## src/rtl/awbm_pkg.sv

```systemverilog
// Package: transaction types, opcodes and the radix-2 Booth step for the ALU.
package awbm_pkg;

    localparam logic [3:0] OPC_ADD = 4'h1;
    localparam logic [3:0] OPC_SUB = 4'h2;
    localparam logic [3:0] OPC_MUL = 4'h3;
    localparam logic [3:0] OPC_AND = 4'h4;
    localparam logic [3:0] OPC_OR  = 4'h5;
    localparam logic [3:0] OPC_NOT = 4'h6;
    localparam logic [3:0] OPC_XOR = 4'h7;
    localparam logic [3:0] OPC_SHR = 4'h8;
    localparam logic [3:0] OPC_SHL = 4'h9;

    localparam logic [1:0] BOOTH_SUB = 2'b10;
    localparam logic [1:0] BOOTH_ADD = 2'b01;

    typedef struct packed {
        logic [3:0] kind;
        logic [7:0] operand_a;
        logic [7:0] operand_b;
    } req_t;

    typedef struct packed {
        logic [15:0] acc;
        logic        zero_flag;
        logic        sign_flag;
        logic        overflow_flag;
        logic        carry_flag;
    } rsp_t;

    typedef struct packed {
        logic [7:0] ra;
        logic [7:0] rq;
        logic       qm1;
    } booth_t;

    typedef struct packed {
        logic        mul;
        logic [15:0] acc;
        logic [7:0]  m;
        booth_t      st;
    } stage_t;

    // One Booth step: add/subtract into the 8-bit A register, then arithmetic shift A:Q.
    function automatic booth_t booth_step(booth_t s, logic [7:0] m);
        logic [7:0] sum;
        booth_t     r;
        unique case ({s.rq[0], s.qm1})
            BOOTH_SUB: sum = s.ra - m;
            BOOTH_ADD: sum = s.ra + m;
            default:   sum = s.ra;
        endcase
        r.ra  = {sum[7], sum[7:1]};
        r.rq  = {sum[0], s.rq[7:1]};
        r.qm1 = s.rq[0];
        return r;
    endfunction

endpackage

```

## src/rtl/alu_with_booth_multiply_unit.sv

```systemverilog
// Top level: pipelined 8-bit ALU with radix-2 Booth multiply and four flags.
//
// Accepts one transaction per clock while req_stall is low, and returns one result per
// transaction, in order. A transaction passes through an input decode register, four
// Booth stages of two steps each, and the flag/output register. Every opcode runs
// through the same six stages. A stall on the result side holds each full stage in
// place; empty stages still fill, and req_stall rises only once the whole pipe is
// full.
module alu_with_booth_multiply_unit
    import awbm_pkg::*;
(
    input  logic clk,
    input  logic rst_n,
    input  logic req_valid,
    input  req_t req,
    output logic req_stall,
    output logic rsp_valid,
    output rsp_t rsp,
    input  logic rsp_stall
);

    logic   dec_valid_reg;
    stage_t dec_reg;
    stage_t dec_next;
    logic   dec_stall;

    logic   pv [0:4];
    stage_t pd [0:4];
    logic   ps [0:4];

    logic   rsp_valid_reg;
    rsp_t   rsp_reg;
    rsp_t   rsp_next;
    logic   out_stall;
    logic [15:0] res;
    logic [7:0]  nb;

    // decode
    always_comb
    begin
        nb           = ~req.operand_b + 8'd1;
        dec_next.mul = (req.kind == OPC_MUL);
        dec_next.m   = req.operand_a;
        dec_next.st  = '{ra: 8'd0, rq: req.operand_b, qm1: 1'b0};
        unique case (req.kind)
            OPC_ADD: dec_next.acc = 16'({1'b0, req.operand_a} + {1'b0, req.operand_b});
            OPC_SUB: dec_next.acc = 16'({1'b0, req.operand_a} + {1'b0, nb});
            OPC_AND: dec_next.acc = {8'd0, req.operand_a & req.operand_b};
            OPC_OR:  dec_next.acc = {8'd0, req.operand_a | req.operand_b};
            OPC_NOT: dec_next.acc = {8'd0, ~req.operand_a};
            OPC_XOR: dec_next.acc = {8'd0, req.operand_a ^ req.operand_b};
            OPC_SHR: dec_next.acc = {9'd0, req.operand_a[7:1]};
            OPC_SHL: dec_next.acc = {7'd0, req.operand_a, 1'b0};
            default: dec_next.acc = 16'd0;
        endcase
    end

    assign dec_stall = dec_valid_reg && ps[0];
    assign req_stall = dec_stall;

    always_ff @(posedge clk or negedge rst_n)
    begin
        if (!rst_n)
        begin
            dec_valid_reg <= 1'b0;
        end
        else if (!dec_stall)
        begin
            dec_valid_reg <= req_valid;
        end
    end

    always_ff @(posedge clk)
    begin
        if (!dec_stall)
        begin
            dec_reg <= dec_next;
        end
    end

    assign pv[0] = dec_valid_reg;
    assign pd[0] = dec_reg;
    assign ps[4] = out_stall;

    genvar g;
    generate
        for (g = 0; g < 4; g++)
        begin : g_booth
            awbm_booth_stage u_stage (
                .clk      (clk),
                .rst_n    (rst_n),
                .up_valid (pv[g]),
                .up       (pd[g]),
                .up_stall (ps[g]),
                .dn_valid (pv[g+1]),
                .dn       (pd[g+1]),
                .dn_stall (ps[g+1])
            );
        end
    endgenerate

    // result select and flags
    always_comb
    begin
        res                    = pd[4].mul ? {pd[4].st.ra, pd[4].st.rq} : pd[4].acc;
        rsp_next.acc           = res;
        rsp_next.zero_flag     = (res == 16'd0);
        rsp_next.sign_flag     = res[7];
        rsp_next.overflow_flag = |res[15:7];
        rsp_next.carry_flag    = |res[15:8];
    end

    assign out_stall = rsp_valid_reg && rsp_stall;

    always_ff @(posedge clk or negedge rst_n)
    begin
        if (!rst_n)
        begin
            rsp_valid_reg <= 1'b0;
        end
        else if (!out_stall)
        begin
            rsp_valid_reg <= pv[4];
        end
    end

    always_ff @(posedge clk)
    begin
        if (!out_stall)
        begin
            rsp_reg <= rsp_next;
        end
    end

    assign rsp_valid = rsp_valid_reg;
    assign rsp       = rsp_reg;

    a_carry_implies_ovf: assert property (@(posedge clk) disable iff (!rst_n)
        rsp_valid && rsp.carry_flag |-> rsp.overflow_flag)
        else $error("carry without overflow");

    a_zero_excl: assert property (@(posedge clk) disable iff (!rst_n)
        rsp_valid && rsp.zero_flag |-> !rsp.sign_flag && !rsp.overflow_flag)
        else $error("zero flag with nonzero bits");

    a_stall_full: assert property (@(posedge clk) disable iff (!rst_n)
        req_stall |-> pv[0] && pv[1] && pv[2] && pv[3] && pv[4] && rsp_valid)
        else $error("input stalled with a bubble in the pipe");

    a_rise_src: assert property (@(posedge clk) disable iff (!rst_n)
        $rose(rsp_valid) |-> $past(pv[4]))
        else $error("result without a transaction in the last stage");

endmodule

```

## src/rtl/awbm_booth_stage.sv

```systemverilog
// Pipeline stage: two Booth steps on the multiply state, other results pass through.
module awbm_booth_stage
    import awbm_pkg::*;
(
    input  logic   clk,
    input  logic   rst_n,
    input  logic   up_valid,
    input  stage_t up,
    output logic   up_stall,
    output logic   dn_valid,
    output stage_t dn,
    input  logic   dn_stall
);

    logic   valid_reg;
    stage_t data_reg;
    stage_t data_next;

    always_comb
    begin
        data_next    = up;
        data_next.st = booth_step(booth_step(up.st, up.m), up.m);
    end

    assign up_stall = valid_reg && dn_stall;

    always_ff @(posedge clk or negedge rst_n)
    begin
        if (!rst_n)
        begin
            valid_reg <= 1'b0;
        end
        else if (!up_stall)
        begin
            valid_reg <= up_valid;
        end
    end

    always_ff @(posedge clk)
    begin
        if (!up_stall)
        begin
            data_reg <= data_next;
        end
    end

    assign dn_valid = valid_reg;
    assign dn       = data_reg;

endmodule
```

## config.mk

```make
export PLATFORM = sky130hd
export DESIGN_NAME = alu_with_booth_multiply_unit
export DESIGN_NICKNAME = d
export VERILOG_FILES = /design/src/rtl/awbm_pkg.sv /design/src/rtl/alu_with_booth_multiply_unit.sv /design/src/rtl/awbm_booth_stage.sv
export SDC_FILE = /design/constraint.sdc
export NUM_CORES = 1
export LEC_CHECK = 0
export ABC_CLOCK_PERIOD_IN_PS = 3400
export BUFFER_PORTS_ARGS = -buffer_cell sky130_fd_sc_hd__buf_2
export CAP_MARGIN = 25
export CORE_MARGIN = 2
export CORE_UTILIZATION = 40
export CTS_CLUSTER_SIZE = 28
export DETAILED_ROUTE_END_ITERATION = 6
export PLACE_DENSITY_LB_ADDON = 0.12
export SKIP_LAST_GASP = 1
export SLEW_MARGIN = 10
export SYNTH_ARGS = -nofsm -noshare
export SYNTH_HDL_FRONTEND = slang
export SYNTH_SLANG_ARGS = --single-unit
```

## constraint.sdc

```tcl
create_clock -name clk -period 3.4 [get_ports clk]
set_clock_uncertainty 0.05 [all_clocks]
set_input_delay 0.68 -clock clk [delete_from_list [all_inputs] [get_ports clk]]
set_output_delay 0.68 -clock clk [all_outputs]
set_load 0.1 [all_outputs]
```

# [After elaboration in Yosys (flattened, before gate mapping)]
# Index checks and enable logic that the tools add are counted.
[totals] out_inout_bits=22 wordCells=103 inputBits=24 regBits=214
[classes] mux=10 bitwise_logic=5 n_addsub=18 reduce_logical=9 eq_ne=23
[op_table] op="$pmux W8 S2" count=7
[op_table] op="$pmux W9 S8" count=1
[op_table] op="$add A8 B8 Y8" count=7
[op_table] op="$sub A8 B8 Y8" count=7
[op_table] op="$add A8 B8 Y9" count=2
[op_table] op="$eq A4 B3 Y1 const B" count=4
[op_table] op="$logic_not A16 Y1" count=1
[op_table] op="$mux W16" count=1
[op_table] op="$not A8 Y8" count=2
[op_table] op="$eq A2 B1 Y1 const B" count=7
[op_table] op="$eq A2 B2 Y1 const B" count=7
[op_table] op="$reduce_or A9 Y1" count=1
[op_table] op="$add A8 B1 Y8 const B" count=1
[op_table] op="$and A8 B8 Y8" count=1
[op_table] op="$eq A4 B2 Y1 const B" count=2
[op_table] op="$eq A4 B4 Y1 const B" count=2
[op_table] op="$mux W8" count=1
[op_table] op="$or A8 B8 Y8" count=1
[op_table] op="$reduce_or A8 Y1" count=1
[op_table] op="$sub A1 B8 Y8 const A" count=1
[op_table] op="$xor A8 B8 Y8" count=1
[op_table] op="$logic_and A1 B1 Y1" count=6
[op_table] op="$eq A4 B1 Y1 const B" count=1

# [Depth between registers and ports, before layout]
[logic_depth] ltp_word=6 depth_mapped=20 mapped_depth_nobuf=20

# [Modules after synthesis]
# A second synthesis with hierarchy kept.
[unflattened] hier_cells=987 area_unflattened_um2=12112.9
[by_module_without_submodules] mod="awbm_booth_stage at g_booth[1].u_stage ..." area_per_inst_um2=2280.9 cells_each=179 instances=2
[by_module_without_submodules] mod="alu_with_booth_multiply_unit" area_per_inst_um2=2974.1 cells_each=269 instances=1
[by_module_without_submodules] mod="awbm_booth_stage at g_booth[3].u_stage" area_per_inst_um2=2294.7 cells_each=182 instances=1
[by_module_without_submodules] mod="awbm_booth_stage at g_booth[0].u_stage" area_per_inst_um2=2282.2 cells_each=178 instances=1

# [Worst setup path before layout]
# OpenSTA, ideal clock, no wires.
[synth_path] kind="register -> output" startpoint="reg rsp_valid_reg, in the netlist rsp_valid" endpoint="out req_stall" setup_slack_ns=-0.349 t_arrival_ns=3.019 t_required_ns=2.670 path_buffers=0 stages_incl_launch_ff=5 cell_sequence="dfrtp_1 and3_1 and3_1 nand3_1 inv_1"
[synth_via] elab_chain_len=6
[synth_lines] element="start: declaration" line="alu_with_booth_multiply_unit.sv:31" rtl="logic rsp_valid_reg;"
[synth_lines] element="start signal: assignment" line="alu_with_booth_multiply_unit.sv:123" rtl="rsp_valid_reg <= pv[4];"
[synth_lines] element="$logic_and A1 B1 Y1" line="alu_with_booth_multiply_unit.sv:113" rtl="assign out_stall = rsp_valid_reg && rsp_stall;"
[synth_lines] element="$logic_and A1 B1 Y1 (4 in a row)" line="awbm_booth_stage.sv:25" rtl="assign up_stall = valid_reg && dn_stall;"
[synth_lines] element="$logic_and A1 B1 Y1" line="alu_with_booth_multiply_unit.sv:58" rtl="assign dec_stall = dec_valid_reg && ps[0];"
[synth_lines] element="end: declaration" line="alu_with_booth_multiply_unit.sv:16" rtl="output logic req_stall,"
# Every way passes these cells.

==> results.toml <==
[run_status]
status = "finished, violations left"
violations = "setup timing"

[drt]
wire_per_inst_um = 14.31
routed_wl_um = 20400
drt_iter0_drc = 301
vias_per_cell = 4.933
dr_wl_met2_um = 10350
routed.top_layer = "met4"
remaining_drc_errors = 0
vias = 7029
ant_nets = 0
wl_met1_um = 9133
dr.pass1.iters = 6
route.met3.wl_um = 587

[hold_path]
min_path_cells = 0
hp-class = "reg2reg"
hold_start = "dec_reg[33]"
hold_end = "g_booth[0].u_stage.dn[33]"

[sta]
worst_slack_ns = -0.3178
slew_violations = 0
fmax_ghz = 0.2690
worstMarginPinSlew_ns = 0.7402
min_period_ns = 3.718
rsz0062_at_grt = "yes"
slew_headroom_pct = 50.54
final.period_utilization_pct = 109.3
tns_ns = -1.289
setup_viol = 9
hold_viol_final = 0

[power_and_ir_drop]
ir_worst_vdd_mv = 0.7225
power_w = 0.01304
power.density_mw_per_mm2 = 987.3
cellLeakagePower_nw = 5.423

[synthesis]
yosys.area_share.simple_pct = 11.37
synth_cells = 886
ys.flop_type = "edfxtp_1"
syn_area_mm2 = 0.01031
synth_seq_cells = 177
synth_top_family_by_area = "adder cells"
synth_xor_area_share_pct = 8.492
synthMuxAreaShare_pct = 3.494
syn_avg_cell_area_um2 = 11.64
ys_warn_count = 0
synth_compound_area_share_pct = 10.51
yosysUniqueCellTypes = 58
syn_nets = 1004
yosysSeqAreaShare_pct = 51.24
ys_async_sr_fraction_pct = 3.390
synth_edf_count = 171
synthAdderAreaFrac_pct = 11.99

[worst_setup_path]
r2r_end = "g_booth[1].u_stage.dn[15]"
crit_fanout = 3
cp.required_ns = 3.53
critical_path_arrival_ns = 3.85
critPathKind = "reg2reg"
r2r_start = "g_booth[0].u_stage.dn[18]"
startpoint_type = "flip-flop"
ff2ff_path_depth = 21
endpoint_kind = "flip-flop"
rrSetupSlack_ns = -0.32

[clocking]
clk_pin_slew_ns = 0.08
cts_buffers = 17
clock_sinks = 177
clock_path_buffers = 2
clock_latency_ns = 0.43
cts_tree = "yes"
cts.htree.levels = 4
root_buffer = "clkbuf_16"

[global_route]
antenna_found_initial = 0
grt_pass1_vias = 6974
grt_max_degree = 36
grt_first_pass_wirelength_um = 34310
gr-usage-all-layers_pct = 16.06
grt_overflow_total = 0

[placed_design]
gp_congestion = 0.8084
dp_hpwl_um = 15310
place.port_buffers = 45
post-place-ws_ns = -0.3774

[cells_and_area]
fin_nets = 1200
nFillCells = 2235
regArea_mm2 = 0.005285
largest_reg_flops = 127
area_growth_pct = 28.04
drive_gt1_share_pct = 33.42
diodes = 0
multi_input_area_mm2 = 0.005275

[floorplanning]
rows = 58
start_util_pct = 40.84
die_area_mm2 = 0.02708
die_h_um = 164.6
core_area_mm2 = 0.02525
io-pin-count = 46
fp.dieW_um = 164.6

[flow_run]
maxCapViolations = 0
## where the power goes
group	switching (W)	leakage, nW	total, W	internal [W]
clock	0.000929	0.294	0.00193	0.00100
sequential	0.000320	1.86	0.00361	0.00329
combinational	0.00363	3.27	0.00749	0.00386
## cell usage after synthesis (all sizes together) (3+ instances only)
library cell	instances	share of area, %
edfxtp	171	50
ha	86	10
nor2	71	2.6
nand2	61	2.2
xor2	54	4.6
inv	53	1.9
o21ai	51	2.5
xnor2	46	3.9
a21oi	42	2.0
mux2	30	3.3
nand2b	23	1.4
clkbuf	19	0.69
nor3	15	0.78
and2	13	0.80
nor3b	13	1.2
nor2b	12	0.73
a21o	9	0.66
fa	8	1.6
a31oi	7	0.42
nand3	7	0.34
o31ai	7	0.51
dfrtp	6	1.5
o21a	6	0.44
o41ai	6	0.51
a22oi	5	0.36
nor4	5	0.30
o21bai	5	0.36
o22a	5	0.42
o22ai	5	0.30
a211oi	4	0.29
and3	4	0.25
buf	4	0.29
or3	4	0.24
a32oi	3	0.25
o221ai	3	0.25
o31a	3	0.25
or2	3	0.18
## layer usage
layer  global-route usage (%)  vias up
li1                         -     3609
met1                    20.54     3293
met2                    27.81      103
met3                    2.813       24
met4                    4.941        0
met5                        0        -
## critical path, cell delays in order (launching register included)
cell	delay, ns
edfxtp_1	0.43
inv_2	0.09
ha_4	0.14
nor3b_4	0.19
buf_4	0.15
nor3b_4	0.18
nor2_1	0.07
xor2_1	0.14
ha_2	0.33
o21ai_1	0.06
nand2b_1	0.13
o41ai_4	0.11
xnor2_1	0.13
nor2_1	0.13
xor2_1	0.21
ha_2	0.32
nor2_1	0.10
nor2_1	0.05
o41ai_2	0.05
xnor2_1	0.17
nor2_1	0.07
xor2_1	0.16
## worst max-delay path by stage
stage	depth (start not counted)	slack [ns]	to	start
2_1_floorplan	15	-0.06	g_booth[2].u_stage.dn[15]	g_booth[1].u_stage.dn[17]
3_3_place_gp	18	-0.39	g_booth[1].u_stage.dn[15]	g_booth[0].u_stage.dn[17]
3_5_place_dp	18	-0.38	g_booth[2].u_stage.dn[15]	g_booth[1].u_stage.dn[18]
4_1_cts	19	-0.21	g_booth[1].u_stage.dn[15]	g_booth[0].u_stage.dn[18]
5_1_grt	21	-0.52	g_booth[1].u_stage.dn[15]	g_booth[0].u_stage.dn[18]
6_report	21	-0.32	g_booth[1].u_stage.dn[15]	g_booth[0].u_stage.dn[18]
## cells in the final DEF, fill, tap and decap left out, drive strengths merged, types with 8 or more instances in the layout
cell type | Yosys | routed
a21o | 9 | 9
a21oi | 42 | 42
and2 | 13 | 13
buf | 4 | 199
clkbuf | 19 | 17
clkinv | 0 | 8
edfxtp | 171 | 171
fa | 8 | 8
ha | 86 | 86
inv | 53 | 58
mux2 | 30 | 30
nand2 | 61 | 61
nand2b | 23 | 23
nor2 | 71 | 71
nor2b | 12 | 12
nor3 | 15 | 15
nor3b | 13 | 13
o21ai | 51 | 51
xnor2 | 46 | 46
xor2 | 54 | 54
## through the flow
step / hold WS [ns] / instances / instance area [um^2] / util [%]
detailed placement: 0.3545 / 1360 / 11920 / 47.18
global route: 0.3634 / 1425 / 13210 / 52.29
finish: 0.3626 / 1425 / 13210 / 52.29
global placement: 0.3527 / 1360 / 11920 / 47.18
CTS: 0.3599 / 1412 / 12930 / 51.19
floorplan: 0.3344 / 886 / 10450 / -
## cells by family after synthesis
kind of cell / after synthesis
compound gates: 172
xor+xnor: 100
fa+ha+maj: 94
buf+inv: 76
flops: 177
mux: 31
simple gates: 236
## layout make-up
type,instances,share of cell area (%)
clock buffer,17,3.222
clock inverter,15,1.412
inverter,53,1.535
multi-input combinational,633,39.95
sequential,177,40.02
tap,330,3.127
timing repair buffer,200,10.74
## timing repair
action / in CTS / in global routing
endpoints found under the hold margin: 6 / 0
setup buffers: 19 / 12
pin swaps: 42 / 29
resized for setup: 60 / 45
setup endpoints to repair: 10 / 13
hold buffers: 1 / 0
Note: power is estimated with default switching activity, not from simulation.
